[config.mk]
export PLATFORM = sky130hd
export DESIGN_NAME = tick_rtc_and_button_events_top
export DESIGN_NICKNAME = d
export VERILOG_FILES = /design/src/rtl/rtce_pkg.sv /design/src/rtl/tick_rtc_and_button_events_top.sv /design/src/rtl/rtce_buttons.sv /design/src/rtl/rtce_calendar.sv
export VERILOG_INCLUDE_DIRS = /design/src /design/src/rtl
export SDC_FILE = /design/constraint.sdc
export NUM_CORES = 1
export LEC_CHECK = 0
export ABC_CLOCK_PERIOD_IN_PS = 5600
export BUFFER_PORTS_ARGS = -buffer_cell sky130_fd_sc_hd__clkbuf_2
export CAP_MARGIN = 5
export CORE_MARGIN = 2
export CORE_UTILIZATION = 30
export CTS_BUF_LIST = sky130_fd_sc_hd__clkbuf_2
export DETAILED_ROUTE_END_ITERATION = 10
export PLACE_DENSITY = 0.54
export SYNTH_ARGS = -nofsm -noshare
export SYNTH_HDL_FRONTEND = slang
export SYNTH_SLANG_ARGS = --single-unit
[constraint.sdc]
create_clock -name clk -period 5.6 [get_ports clk]
set_input_delay 1.12 -clock clk [delete_from_list [all_inputs] [get_ports clk]]
set_output_delay 1.12 -clock clk [all_outputs]
set_load 0.03 [all_outputs]
[src/rtl/tick_rtc_and_button_events_top_assert.svh]
// Assertion macros shared by the RTL of the tick clock block.
// Both sample on the rising edge of clk and are switched off while rst_n is low.
`ifndef TICK_RTC_AND_BUTTON_EVENTS_TOP_ASSERT_SVH
`define TICK_RTC_AND_BUTTON_EVENTS_TOP_ASSERT_SVH

// The consequent must hold in the same cycle as the antecedent.
`define RTCE_ASSERT_SAME(label, ante, cons, msg) \
    label: assert property (@(posedge clk) disable iff (!rst_n) (ante) |-> (cons)) \
        else $error(msg);

// The consequent must hold in the cycle after the antecedent.
`define RTCE_ASSERT_NEXT(label, ante, cons, msg) \
    label: assert property (@(posedge clk) disable iff (!rst_n) (ante) |=> (cons)) \
        else $error(msg);

`endif

[src/rtl/rtce_pkg.sv]
package rtce_pkg;

    // Button event codes as they appear on the result port.
    typedef enum logic [2:0] {
        EV_NONE    = 3'd0,
        EV_A_SHORT = 3'd1,
        EV_B_SHORT = 3'd2,
        EV_C_SHORT = 3'd3,
        EV_C_LONG  = 3'd4
    } btn_event_t;

    // Configuration register indexes.
    typedef logic [1:0] cfg_index_t;
    localparam cfg_index_t CFG_DEBOUNCE   = 2'd0;
    localparam cfg_index_t CFG_LONG_PRESS = 2'd1;

    localparam logic [15:0] DEBOUNCE_RESET   = 16'd5;
    localparam logic [15:0] LONG_PRESS_RESET = 16'd100;
    localparam logic [15:0] HELD_MAX         = 16'hFFFF;

    localparam logic [6:0] CENTI_LAST  = 7'd99;
    localparam logic [5:0] SEC_LAST    = 6'd59;
    localparam logic [5:0] MIN_LAST    = 6'd59;
    localparam logic [4:0] HOUR_LAST   = 5'd23;
    localparam logic [3:0] MONTH_LAST  = 4'd11;

    // Time of day and date after one tick.
    typedef struct packed {
        logic       rolled;
        logic [6:0] centisecond;
        logic [5:0] second;
        logic [5:0] minute;
        logic [4:0] hour;
        logic [4:0] day;
        logic [3:0] month;
        logic [7:0] year;
    } cal_t;

    // One complete result item.
    typedef struct packed {
        btn_event_t evt;
        cal_t       cal;
    } result_t;

    // Days in a month, no leap years. Codes above December count as 31 days.
    function automatic logic [4:0] month_len(input logic [3:0] month);
        logic [4:0] len;
        case (month)
            4'd1:    len = 5'd28;
            4'd3:    len = 5'd30;
            4'd5:    len = 5'd30;
            4'd8:    len = 5'd30;
            4'd10:   len = 5'd30;
            default: len = 5'd31;
        endcase
        return len;
    endfunction

    // Held counter increment that stops at full scale.
    function automatic logic [15:0] sat_inc(input logic [15:0] v);
        return (v == HELD_MAX) ? v : v + 16'd1;
    endfunction

endpackage

[src/rtl/tick_rtc_and_button_events_top.sv]
// The result item of an accepted tick is registered in the output buffer.
// Throughput: one tick per cycle while in_ready is high; the single-pass update of the counters sets this figure.
// A two-entry output buffer (result register plus skid register) keeps input ready high
// while one result is stalled at the output.
// Reset: rst_n is asynchronous and active low; it clears clock, counters, inhibit and
// valid flags, and loads the debounce and long-press registers with 5 and 100.
`include "tick_rtc_and_button_events_top_assert.svh"

module tick_rtc_and_button_events_top (
    input  logic                 clk,
    input  logic                 rst_n,

    input  logic                 cfg_valid,
    output logic                 cfg_ready,
    input  rtce_pkg::cfg_index_t cfg_index,
    input  logic [15:0]          cfg_data,

    input  logic                 in_valid,
    output logic                 in_ready,
    input  logic                 level_a,
    input  logic                 level_b,
    input  logic                 level_c,
    input  logic                 menu_active,

    output logic                 out_valid,
    input  logic                 out_ready,
    output logic [2:0]           button_event,
    output logic                 second_rolled,
    output logic [6:0]           centisecond,
    output logic [5:0]           second,
    output logic [5:0]           minute,
    output logic [4:0]           hour,
    output logic [4:0]           day,
    output logic [3:0]           month,
    output logic [7:0]           year
);

    // Configuration registers. Writes must arrive only while the block is idle, a rule for the user
    // that the block itself does not enforce; the port is always ready. Indexes beyond the register list are ignored.
    logic [15:0] debounce_reg;
    logic [15:0] long_press_reg;
    logic        cfg_fire;

    assign cfg_ready = 1'b1;
    assign cfg_fire  = cfg_valid & cfg_ready;

    always_ff @(posedge clk or negedge rst_n)
    begin
        if (!rst_n)
        begin
            debounce_reg   <= rtce_pkg::DEBOUNCE_RESET;
            long_press_reg <= rtce_pkg::LONG_PRESS_RESET;
        end
        else if (cfg_fire)
        begin
            case (cfg_index)
                rtce_pkg::CFG_DEBOUNCE:   debounce_reg   <= cfg_data;
                rtce_pkg::CFG_LONG_PRESS: long_press_reg <= cfg_data;
                default:                  ;
            endcase
        end
    end

    // Each accepted item is one tick. Both state units step on the handshake and
    // present the post-tick values combinationally for capture in the output buffer.
    logic                 in_fire;
    logic                 out_fire;
    rtce_pkg::btn_event_t evt;
    rtce_pkg::cal_t       cal;
    rtce_pkg::result_t    result_new;

    assign in_fire  = in_valid & in_ready;

    rtce_buttons u_buttons (
        .clk              (clk),
        .rst_n            (rst_n),
        .step             (in_fire),
        .level_a          (level_a),
        .level_b          (level_b),
        .level_c          (level_c),
        .menu_active      (menu_active),
        .debounce_ticks   (debounce_reg),
        .long_press_ticks (long_press_reg),
        .evt              (evt)
    );

    rtce_calendar u_calendar (
        .clk   (clk),
        .rst_n (rst_n),
        .step  (in_fire),
        .cal   (cal)
    );

    assign result_new.evt = evt;
    assign result_new.cal = cal;

    // Output buffer. The result register drives the port; the skid register catches
    // an item that arrives while the result register is stalled. Input is ready
    // whenever the skid register is free, so one item can still be taken while the result register is stalled.
    rtce_pkg::result_t out_reg;
    rtce_pkg::result_t skid_reg;
    logic              out_valid_reg;
    logic              skid_valid_reg;

    assign in_ready  = ~skid_valid_reg;
    assign out_valid = out_valid_reg;
    assign out_fire  = out_valid_reg & out_ready;

    always_ff @(posedge clk or negedge rst_n)
    begin
        if (!rst_n)
        begin
            out_valid_reg  <= 1'b0;
            skid_valid_reg <= 1'b0;
        end
        else
        begin
            if (out_fire)
            begin
                if (skid_valid_reg)
                begin
                    skid_valid_reg <= 1'b0;
                end
                else if (!in_fire)
                begin
                    out_valid_reg <= 1'b0;
                end
            end
            else if (in_fire)
            begin
                if (out_valid_reg)
                begin
                    skid_valid_reg <= 1'b1;
                end
                else
                begin
                    out_valid_reg <= 1'b1;
                end
            end
        end
    end

    // Payload registers follow the same choices and need no reset.
    always_ff @(posedge clk)
    begin
        if (out_fire)
        begin
            if (skid_valid_reg)
            begin
                out_reg <= skid_reg;
            end
            else if (in_fire)
            begin
                out_reg <= result_new;
            end
        end
        else if (in_fire)
        begin
            if (out_valid_reg)
            begin
                skid_reg <= result_new;
            end
            else
            begin
                out_reg <= result_new;
            end
        end
    end

    assign button_event  = out_reg.evt;
    assign second_rolled = out_reg.cal.rolled;
    assign centisecond   = out_reg.cal.centisecond;
    assign second        = out_reg.cal.second;
    assign minute        = out_reg.cal.minute;
    assign hour          = out_reg.cal.hour;
    assign day           = out_reg.cal.day;
    assign month         = out_reg.cal.month;
    assign year          = out_reg.cal.year;

    // The skid register is only ever filled behind a waiting result.
    `RTCE_ASSERT_SAME(a_skid_behind_out, skid_valid_reg, out_valid_reg, "skid full with output empty")
    // An item taken into an empty buffer lands in the result register.
    `RTCE_ASSERT_NEXT(a_empty_fill, in_fire && !out_valid_reg, out_valid_reg && !skid_valid_reg, "item not placed in result register")
    // An item taken behind a stalled result lands in the skid register.
    `RTCE_ASSERT_NEXT(a_stall_to_skid, in_fire && out_valid_reg && !out_ready, skid_valid_reg, "item lost behind stalled result")
    // A new second always starts at centisecond zero.
    `RTCE_ASSERT_SAME(a_roll_at_zero, out_valid_reg && out_reg.cal.rolled, out_reg.cal.centisecond == 7'd0, "second rolled with nonzero centisecond")

endmodule

[src/rtl/rtce_buttons.sv]
module rtce_buttons (
    input  logic                  clk,
    input  logic                  rst_n,
    input  logic                  step,
    input  logic                  level_a,
    input  logic                  level_b,
    input  logic                  level_c,
    input  logic                  menu_active,
    input  logic [15:0]           debounce_ticks,
    input  logic [15:0]           long_press_ticks,
    output rtce_pkg::btn_event_t  evt
);

    logic [15:0] held_a_reg, held_a_next;
    logic [15:0] held_b_reg, held_b_next;
    logic [15:0] held_c_reg, held_c_next;
    logic        inhibit_reg, inhibit_next;
    logic        press_a, press_b, press_c;
    logic [15:0] held_c_inc;

    assign press_a    = menu_active & ~level_a;
    assign press_b    = menu_active & ~level_b;
    assign press_c    = ~level_c;
    assign held_c_inc = rtce_pkg::sat_inc(held_c_reg);

    always_comb
    begin
        evt          = rtce_pkg::EV_NONE;
        inhibit_next = inhibit_reg;
        held_c_next  = 16'd0;

        // Button C: count while held and fire short on release, or fire long once and then wait for release.
        if (press_c && !inhibit_reg)
        begin
            held_c_next = held_c_inc;
            if (held_c_inc >= long_press_ticks)
            begin
                inhibit_next = 1'b1;
            end
        end
        else
        begin
            if (!press_c)
            begin
                inhibit_next = 1'b0;
            end
            if (held_c_reg < debounce_ticks)
            begin
                evt = rtce_pkg::EV_NONE;
            end
            else if (held_c_reg < long_press_ticks)
            begin
                evt = rtce_pkg::EV_C_SHORT;
            end
            else
            begin
                evt = rtce_pkg::EV_C_LONG;
            end
        end

        // Buttons A and B fire on release, or when the menu closes under them.
        if (press_a)
        begin
            held_a_next = rtce_pkg::sat_inc(held_a_reg);
        end
        else
        begin
            held_a_next = 16'd0;
            if (held_a_reg >= debounce_ticks)
            begin
                evt = rtce_pkg::EV_A_SHORT;
            end
        end

        if (press_b)
        begin
            held_b_next = rtce_pkg::sat_inc(held_b_reg);
        end
        else
        begin
            held_b_next = 16'd0;
            if (held_b_reg >= debounce_ticks)
            begin
                evt = rtce_pkg::EV_B_SHORT;
            end
        end
    end

    always_ff @(posedge clk or negedge rst_n)
    begin
        if (!rst_n)
        begin
            held_a_reg  <= 16'd0;
            held_b_reg  <= 16'd0;
            held_c_reg  <= 16'd0;
            inhibit_reg <= 1'b0;
        end
        else if (step)
        begin
            held_a_reg  <= held_a_next;
            held_b_reg  <= held_b_next;
            held_c_reg  <= held_c_next;
            inhibit_reg <= inhibit_next;
        end
    end

endmodule

[src/rtl/rtce_calendar.sv]
module rtce_calendar (
    input  logic            clk,
    input  logic            rst_n,
    input  logic            step,
    output rtce_pkg::cal_t  cal
);

    rtce_pkg::cal_t cal_reg;
    rtce_pkg::cal_t cal_next;
    logic [5:0]     day_plus;

    assign day_plus = {1'b0, cal_reg.day} + 6'd1;

    always_comb
    begin
        cal_next        = cal_reg;
        cal_next.rolled = 1'b0;
        if (cal_reg.centisecond < rtce_pkg::CENTI_LAST)
        begin
            cal_next.centisecond = cal_reg.centisecond + 7'd1;
        end
        else
        begin
            cal_next.centisecond = 7'd0;
            cal_next.rolled      = 1'b1;
            if (cal_reg.second < rtce_pkg::SEC_LAST)
            begin
                cal_next.second = cal_reg.second + 6'd1;
            end
            else
            begin
                cal_next.second = 6'd0;
                if (cal_reg.minute < rtce_pkg::MIN_LAST)
                begin
                    cal_next.minute = cal_reg.minute + 6'd1;
                end
                else
                begin
                    cal_next.minute = 6'd0;
                    if (cal_reg.hour < rtce_pkg::HOUR_LAST)
                    begin
                        cal_next.hour = cal_reg.hour + 5'd1;
                    end
                    else
                    begin
                        cal_next.hour = 5'd0;
                        if (day_plus < {1'b0, rtce_pkg::month_len(cal_reg.month)})
                        begin
                            cal_next.day = day_plus[4:0];
                        end
                        else
                        begin
                            cal_next.day = 5'd0;
                            if (cal_reg.month < rtce_pkg::MONTH_LAST)
                            begin
                                cal_next.month = cal_reg.month + 4'd1;
                            end
                            else
                            begin
                                cal_next.month = 4'd0;
                                cal_next.year  = cal_reg.year + 8'd1;
                            end
                        end
                    end
                end
            end
        end
    end

    always_ff @(posedge clk or negedge rst_n)
    begin
        if (!rst_n)
        begin
            cal_reg <= '0;
        end
        else if (step)
        begin
            cal_reg <= cal_next;
        end
    end

    assign cal = cal_next;

endmodule
# Word-level counts from Yosys, hierarchy flattened
# Cells that the tools add are included.
[op_classes]
n_eq_ne = 15
mux = 46
addsub = 10
n_bitwise = 9
reduce_logical = 17
n_lt_le_gt_ge = 11
[ops]
columns = ["op", "count"]
rows = [
  ["45-bit 2-to-1 mux", 5],
  ["16-bit 2-to-1 mux", 6],
  ["16-bit by 1-bit adder with 16-bit output (second input constant)", 3],
  ["16-bit == test (second input constant)", 3],
  ["16-bit greater-or-equal comparator", 3],
  ["34-bit 2-to-1 mux", 1],
  ["16-bit less-than comparator", 2],
  ["5-bit 2-to-1 mux", 6],
  ["28-bit 2-to-1 mux", 1],
  ["22-bit 2-to-1 mux", 1],
  ["3-bit 2-to-1 mux", 7],
  ["17-bit 2-to-1 mux", 1],
  ["6-bit by 1-bit adder with 6-bit output (second input constant)", 2],
  ["6-bit less-than comparator (second input constant)", 2],
  ["12-bit 2-to-1 mux", 1],
  ["6-bit 2-to-1 mux", 2],
  ["2-bit != test (second input constant)", 6],
  ["3-bit AND reduction", 4],
  ["1-bit 2-to-1 mux", 11],
  ["2-bit AND reduction", 5],
  ["8-bit by 1-bit adder with 8-bit output (second input constant)", 1],
  ["4-bit == test (second input constant)", 2],
  ["8-bit 2-to-1 mux", 1],
  ["2-bit nonzero test", 4],
  ["other kinds (21)", 28],
]
[word_totals]
register_bits = 214
input_bits = 27
out_inout_bits = 48

# Logic depth before layout (Yosys ltp)
# Gate-level depths: netlist (run 1).
[logic_depth]
word_depth = 16
ltp_mapped = 13
mapped_depth_nobuf = 13

# Hierarchy
# From an unflattened synthesis (run 1), not the netlist that was laid out.
[hier_totals]
cells_unflattened = 1122
hier_area_um2 = 12249.2
[modules_own_cells]
columns = ["mod", "area_per_inst_um2", "seq_area_each_um2", "cells_per_inst", "instances"]
rows = [
  ["rtce_buttons", 4677.0, 1226.2, 551, 1],
  ["tick_rtc_and_button_events_top", 4608.2, 3559.7, 223, 1],
  ["rtce_calendar", 2964.1, 1026.0, 348, 1],
]

# Least setup slack after synthesis (run 1)
# Ideal clock, no wire load.
[synth_path]
kind = "input to register"
start = "input in_valid"
end = "register out_reg, in the netlist button_event[0], enable pin"
required_time_ps = 5138
t_arrival_ps = 4084
setup_time_ps = 462
setup_slack_ps = 1054
path_buffers = 2
stages = 5
cell_sequence = "nor2b_1 > clkbuf_1 > clkbuf_1 > a21oi_1 > a21oi_1"
[synth_via]
elab_chain_len = 3
word_cells_on_any_way = 4
classes_between = "bitwise (1); reduce/logical (3)"
[synth_lines]
columns = ["element", "line_no", "rtl"]
rows = [
  ["start: declaration", "tick_rtc_and_button_events_top.sv:18", "input logic in_valid,"],
  ["1-bit AND *", "tick_rtc_and_button_events_top.sv:72", "assign in_fire = in_valid & in_ready;"],
  ["2-bit nonzero test (no line)", "n/a", ""],
  ["3-bit AND reduction (no line) *", "n/a", ""],
  ["end signal: assignment", "tick_rtc_and_button_events_top.sv:150", "out_reg <= skid_reg;"],
  ["end signal: assignment", "tick_rtc_and_button_events_top.sv:154", "out_reg <= result_new;"],
  ["end signal: assignment", "tick_rtc_and_button_events_top.sv:165", "out_reg <= result_new;"],
  ["end: declaration", "tick_rtc_and_button_events_top.sv:100", "rtce_pkg::result_t out_reg;"],
]
# Mark *: on every way between the ends. The rest lies on a longest branch, timed or not.
# A chain may end at the register's enable or synchronous reset.

# Worst setup path in the final report (run 1)
[layout_path]
start = "register u_buttons.held_c_reg[0]"
end = "register u_buttons.inhibit_reg"
[layout_via]
elab_chain_len = 5
word_cells_on_any_way = 6
classes_between = "add/sub (1); order compare (1); eq/ne (2); mux (1); reduce/logical (1)"
[layout_lines]
columns = ["element", "line_no", "rtl"]
rows = [
  ["start: declaration", "rtce_buttons.sv:16", "logic [15:0] held_c_reg, held_c_next;"],
  ["start signal: assignment", "rtce_buttons.sv:102", "held_c_reg <= held_c_next;"],
  ["16-bit by 1-bit adder with 16-bit output / 16-bit == test (equally long branches)", "rtce_pkg.sv:61", "return (v == HELD_MAX) ? v : v + 16'd1;"],
  ["16-bit 2-to-1 mux *", "rtce_pkg.sv:61", ""],
  ["16-bit greater-or-equal comparator *", "rtce_buttons.sv:36", "if (held_c_inc >= long_press_ticks)"],
  ["2-bit != test (no line) *", "n/a", ""],
  ["3-bit AND reduction (no line) *", "n/a", ""],
  ["end signal: assignment", "rtce_buttons.sv:103", "inhibit_reg <= inhibit_next;"],
  ["end: declaration", "rtce_buttons.sv:17", "logic inhibit_reg, inhibit_next;"],
]
# Marks and branches as above.

==> results of run 1 <==
## cell usage after synthesis (22+ instances only)
cell      number  share of area
clkbuf_1      28         0.0089
mux2_2        44          0.042
inv_1         63          0.020
nor2_1        89          0.028
xnor2_1       33          0.024
nand2_1      129          0.041
edfxtp_1      90           0.23
o21ai_0       84          0.036
ha_1          92          0.097
nand3_1       43          0.018
dfrtp_1      119           0.25
o31ai_1       22          0.014
a21oi_1       62          0.026
## cell families (layout without fill, tap and decap cells)
family / Yosys count / count (layout)
simple gates: 381 / 381
compound gates: 259 / 259
flops: 214 / 214
buf+inv: 102 / 251
fa+ha+maj: 93 / 93
xor+xnor: 54 / 54
mux: 45 / 45
other cells: 1 / 2
## path summary, 6_finish.rpt
kind                                                          start                                 end  slack, ns
worst max-delay path            u_buttons.held_c_reg[0]$_DFFE_PN0P_   u_buttons.inhibit_reg$_DFFE_PN0P_       1.86
worst min-delay path                                          rst_n  u_calendar.cal_reg[28]$_DFFE_PN0P_       0.23
worst max register to register  u_buttons.held_c_reg[0]$_DFFE_PN0P_   u_buttons.inhibit_reg$_DFFE_PN0P_       1.86
worst min register to register    u_calendar.cal_reg[7]$_DFFE_PN0P_   u_calendar.cal_reg[7]$_DFFE_PN0P_       0.49
max in group asynchronous                                     rst_n        debounce_reg[15]$_DFFE_PN0P_       4.30
min in group clk                                          out_ready          skid_valid_reg$_DFFE_PN0P_       0.44
## worst reg2reg max path: stages, from the launching register on
cell and delay [ns]:
dfrtp_1 0.48, ha_1 0.23, nand3_1 0.17, nor4_1 0.82, nand2_1 0.48, mux2_2 0.41
ha_1 0.27, a21o_1 0.16, a21oi_1 0.14, o21ai_0 0.12, a31oi_1 0.23, o21ai_0 0.12
## area by class of cell
class,count,area share
sequential,214,0.437
multi-input combinational,833,0.424
tap,518,0.0487
clock buffer,99,0.0373
timing repair buffer,81,0.0322
inverter,63,0.0178
clock inverter,8,0.00301
antenna,1,0.000188
## per-layer routing
layer | track usage | up-vias | wire length, um
met5 | 0 | - | 0
li1 | - | 4423 | -
met2 | 0.216 | 217 | 12600
met4 | 0.0362 | 0 | 375
met3 | 0.0307 | 33 | 1490
met1 | 0.190 | 4228 | 13300
## metrics by stage
stage	instances	util	setup slack [ns]
final	1817	0.343	1.86
after global routing	1817	0.343	1.37
after CTS	1816	0.343	1.91
after detailed placement	1709	0.329	1.93
after global placement	1709	0.329	2.03
after floorplan	1149	-	1.05
## report_power, final
group / internal (uW) / total (uW) / switching [uW]
clock network: 464 / 1140 / 680
logic: 398 / 1330 / 931
registers: 1980 / 2140 / 160
==> impl_metrics.yaml, run 1 <==
logic_synthesis:
  syn_nets: 1268
  synth_cells: 1149
  synth_fa_ha_area_frac: 0.0982
  ys_types: 66
  synth-seq-cells: 214
  netlist_area_um2: 11800
  synth_area_per_cell_um2: 10.3
  synth_edf_count: 90
  synthSimpleGateAreaFrac: 0.155
  synth-xor-area-share: 0.0400
  synthMuxAreaShare: 0.0428
  synth_top_family_by_area: "simple AND/OR/NAND/NOR gates"
  synthFlopType: "dfrtp_1"
  synth_compound_area_frac: 0.138
  ys_seq_area_frac: 0.492
  ys_warn_count: 0
  async_reset_ff_frac: 0.579
die:
  die_y_um: 202
  rows: 72
  io_pins: 75
  core_area_um2: 38700
  die_area_um2: 41000
  die_w_um: 202
  start_util: 0.305
cells_and_area:
  multi_input_area_um2: 5640
  final-seq-area_um2: 5810
  fillerInstances: 4046
  final_cell_mix: "171 x clkbuf_2, 128 x nand2_1, 119 x dfrtp_1"
  fin_nets: 1371
  stdcell_area_um2: 13300
  largest_register_ffs: 45
  drive_above_1_share: 0.188
  layout_commonest_cell: "clkbuf_2"
  area_growth_pct: 12.5
place:
  gp_congestion: 0.830
  hpwl_mm: 19.3
  place_area_um2: 12800
  io_buffer_count: 73
clock_tree:
  cts_setup_buffers: 0
  cts_tree: "built"
  cts-root-buf: "clkbuf_2"
  cts_made_buffers: 59
  cts_resized: 0
  cts_htree_levels: 2
  cts_sinks: 214
  cts.hold.buffers_added: 0
  clkSlewWorstSetupHoldPaths_ns: 0.12
  clk_path_buf_depth: 3
  clk_latency_ns: 0.90
power_and_ir_drop:
  vdd_drop_max_mv: 0.120
  total_power_uw: 4620
  p_leak_uw: 0.00610
  powerDensity_nw_per_um2: 347
worst_setup_path:
  start_kind: "flop"
  cp.depth: 11
  cp_max_fo: 12
  critPathRequiredTime_ns: 6.35
  cpMaxStageDelayCell: "nor4_1"
  cp_cell_sequence: "ha_1, nand3_1, nor4_1, nand2_1, mux2_2, ha_1, a21o_1, a21oi_1, o21ai_0, a31oi_1, o21ai_0"
  crit_buf_inv: 0
  rr_worst_depth: 11
  critPathKind: "flop to flop"
  cp_slowest_stage_delay_ns: 0.81
  end_kind: "flop"
  cp_top_family: "simple AND/OR/NAND/NOR gates"
  worstPathArrival_ns: 4.49
sta:
  slew_headroom: 0.249
  fmax_ghz: 0.268
  fin_crit_sh: 0.667
  hold_viol: 0
  period_needed_ns: 3.74
  grt_setup_unrepaired: "false"
  setup_viol: 0
  tightestPinTransition_ns: 1.13
  fin_hold_ws_ns: 0.230
  maxSlewViolCount: 0
  worst_clock_skew_ns: 0.0679
  setup_tns_ns: 0
global_route:
  grt_max_degree: 50
  first_global_vias: 8688
  antenna_found_initial: 1
  grt_pass1_wl_mm: 45.6
  grt_usage: 0.137
  overflow: 0
run_status:
  status: "finished, final reports clean"
routing:
  via_count: 8901
  wirelength_mm: 27.8
  antenna_left: 0
  route.detailed.drc: 0
  drt_iter0_drc: 500
  wire_per_inst_um: 15.3
  drt_first_pass_iters: 6
  viasPerCell: 4.90
run:
  timing.max_cap.violations: 0
worst_hold_path:
  hp-class: "input port to async pin"
No activity file was read; power rests on OpenSTA's default activity.
==> run 2, diff against run 1 <==
- ABC_AREA: default -> 1
- ABC_CLOCK_PERIOD_IN_PS: 5600 -> 3000
- PLACE_DENSITY: 0.54 -> 0.56
- clock period: 5.6 -> 3 ns (I/O delays scaled with it)
==> impl_metrics.yaml, run 2 <==
die:
  die_y_um: 204
  rows: 73
  die_w_um: 204
  die_area_um2: 41600
  io_pins: 75
  start_util: 0.303
  core_area_um2: 39600
global_route:
  first_global_vias: 9486
  antenna_found_initial: 1
  grt_usage: 0.146
  grt_max_degree: 69
  grt_pass1_wl_mm: 48.5
  overflow: 0
worst_hold_path:
  hp-class: "input port to async pin"
power_and_ir_drop:
  internal-power_uw: 5480
  p_sw_frac: 0.401
  clkPwrFrac: 0.240
  powerDensity_nw_per_um2: 656
  p_comb_frac: 0.311
  seqPwrFrac: 0.449
  p_switching_uw: 3660
  p_leak_uw: 0.00671
  vdd_drop_max_mv: 0.360
clock_tree:
  cts_made_buffers: 61
  clk_latency_ns: 1.02
  clk_path_buf_depth: 3
  cts_tree: "built"
  cts_htree_levels: 2
  cts-root-buf: "clkbuf_2"
  clkSlewWorstSetupHoldPaths_ns: 0.10
  cts_sinks: 214
worst_setup_path:
  end_kind: "flop"
  cp_max_fo: 8
  start_kind: "flop"
  cpMaxStageDelayCell: "dfrtp_1"
  crit_top_cell: "a21oi_1"
  cp_cell_sequence: "ha_2, inv_1, nor2_4, nand3_4, nor2_4, nand4_2, inv_4, nor2_1, xnor2_1, inv_1, ha_1, a21oi_1, o21ai_1, nand2_1, o211ai_1, nand2_1, nand3_1, a21oi_1, a21oi_1"
  cp_slowest_stage_delay_ns: 0.41
  critPathKind: "flop to flop"
  worstPathArrival_ns: 3.68
  critPathRequiredTime_ns: 3.89
  rr_worst_depth: 19
cells_and_area:
  fillerInstances: 4189
  largest_register_ffs: 45
  layout_commonest_cell: "nand2_1"
  drive_above_1_share: 0.152
  area_growth_pct: 16.1
  fin_nets: 1685
  final_cell_mix: "395 x nand2_1, 186 x inv_1, 170 x clkbuf_2"
  stdcell_area_um2: 13900
place:
  hpwl_mm: 20.5
  gp_congestion: 0.889
  io_buffer_count: 73
  place_area_um2: 13100
logic_synthesis:
  netlist_area_um2: 12000
  synth_edf_count: 90
  synthTopCellsByCount: "396 x nand2_1, 186 x inv_1, 135 x o21ai_0, 119 x dfrtp_1, 92 x ha_1"
  synth-xor-area-share: 0.0153
  yosysMostFrequentCell: "nand2_1"
  synth_cells: 1416
  ys_seq_area_frac: 0.484
  synthFlopType: "dfrtp_1"
  synth_compound_area_frac: 0.110
  yosysTopAreaCell: "dfrtp_1"
  yosysTopAreaCellShare: 0.248
  synth_top_family_by_area: "simple AND/OR/NAND/NOR gates"
  synthMuxAreaShare: 0
  yosys-top-cells-area: "dfrtp_1 25%, edfxtp_1 23%, nand2_1 12%"
  synth-seq-cells: 214
  syn_nets: 1535
  synth_area_per_cell_um2: 8.48
  synth_fa_ha_area_frac: 0.0959
  synthSimpleGateAreaFrac: 0.225
  ys_warn_count: 0
  async_reset_ff_frac: 0.579
  ys_types: 47
sta:
  period_needed_ns: 2.79
  fmax_ghz: 0.358
  hold_viol: 0
  tightestPinTransition_ns: 0.936
  setup_viol: 0
  slew_headroom: 0.374
  fin_hold_ws_ns: 0.129
  worst_clock_skew_ns: 0.0810
  fin_crit_sh: 0.930
  maxSlewViolCount: 0
routing:
  wirelength_mm: 29.6
  route.detailed.drc: 0
  antenna_left: 0
  drt_iter0_drc: 626
  drt_first_pass_iters: 5
  viasPerCell: 4.60
  via_count: 9857
  wire_per_inst_um: 13.8
run:
  timing.max_cap.violations: 0
run_status:
  status: "finished, final reports clean"
-- run 2: layout make-up --
class / instances / area [um^2] / share of cell area
Sequential cell: 214 / 5810 / 0.417
Clock buffer: 98 / 490 / 0.0352
Inverter: 188 / 708 / 0.0508
Multi-Input combinational cell: 982 / 5400 / 0.388
Tap cell: 525 / 657 / 0.0471
Antenna cell: 1 / 2.50 / 0.000179
Clock inverter: 15 / 72.6 / 0.00521
Timing Repair Buffer: 119 / 796 / 0.0571
-- run 2: path summary, 6_finish.rpt --
check | startpoint | to | slack, ns
max | u_buttons.held_c_reg[0]$_DFFE_PN0P_ | u_buttons.inhibit_reg$_DFFE_PN0P_ | 0.21
min | rst_n | long_press_reg[6]$_DFFE_PN1P_ | 0.13
max reg2reg | u_buttons.held_c_reg[0]$_DFFE_PN0P_ | u_buttons.inhibit_reg$_DFFE_PN0P_ | 0.21
min reg2reg | skid_reg[3]$_DFFE_PP_ | year[3]$_DFFE_PP_ | 0.49
max in group asynchronous | rst_n | u_buttons.held_a_reg[7]$_DFFE_PN0P_ | 1.54
min in group clk | cfg_index[0] | long_press_reg[6]$_DFFE_PN1P_ | 0.13
-- run 2: worst max-delay path: cells and delay by family (launching register included) --
kind / cells / cell delay, ns
adders and majority gates: 2 / 0.50
AOI/OAI and AO/OA: 5 / 0.48
buffers and inverters: 3 / 0.27
DFF: 1 / 0.41
xor gates and xnor gates: 1 / 0.23
and+or+nand+nor: 8 / 0.80
-- run 2: per-layer routing --
metal,track usage,share of wire,up-vias
met2,0.233,0.45,217
met3,0.0290,0.045,45
met5,0,0,-
li1,-,-,5041
met4,0.0536,0.023,0
met1,0.196,0.48,4554
-- run 2: timing repair --
item / 4_1_cts / 5_1_grt
resized for setup: 0 / 7
endpoints found under the setup margin: 0 / 1
hold endpoints to repair: 166 / 0
hold buffers: 23 / 0
buffers inserted: 0 / 5
-- run 2: power groups by stage --
stage / Sequential [uW] / Clock (uW) / Combinational [uW]
2_1_floorplan: 4620 / 0 / 1450
3_3_place_gp: 4150 / 0 / 2780
3_5_place_dp: 4170 / 0 / 2830
4_1_cts: 4110 / 2310 / 2870
5_1_grt: 4170 / 2450 / 3240
6_report: 4100 / 2200 / 2840
-- run 2: logic make-up (layout without fill, tap and decap cells) --
family          Yosys count  count (layout)
simple gates            625             625
compound gates          243             243
buf+inv                 220             420
flops                   214             214
fa+ha+maj                92              92
xor+xnor                 21              21
other cells               1               2
-- run 2: through the flow --
stage	power [uW]	utilization	std cells	worst slack (ns)	setup TNS (ns)
2_1_floorplan	6070	-	1416	0.112	0
3_5_place_dp	6990	0.330	2000	0.146	0
4_1_cts	9290	0.350	2136	0.112	0
5_1_grt	9870	0.352	2142	-0.0167	-0.0167
6_report	9140	0.352	2142	0.209	0
3_3_place_gp	6930	0.330	2000	0.211	0
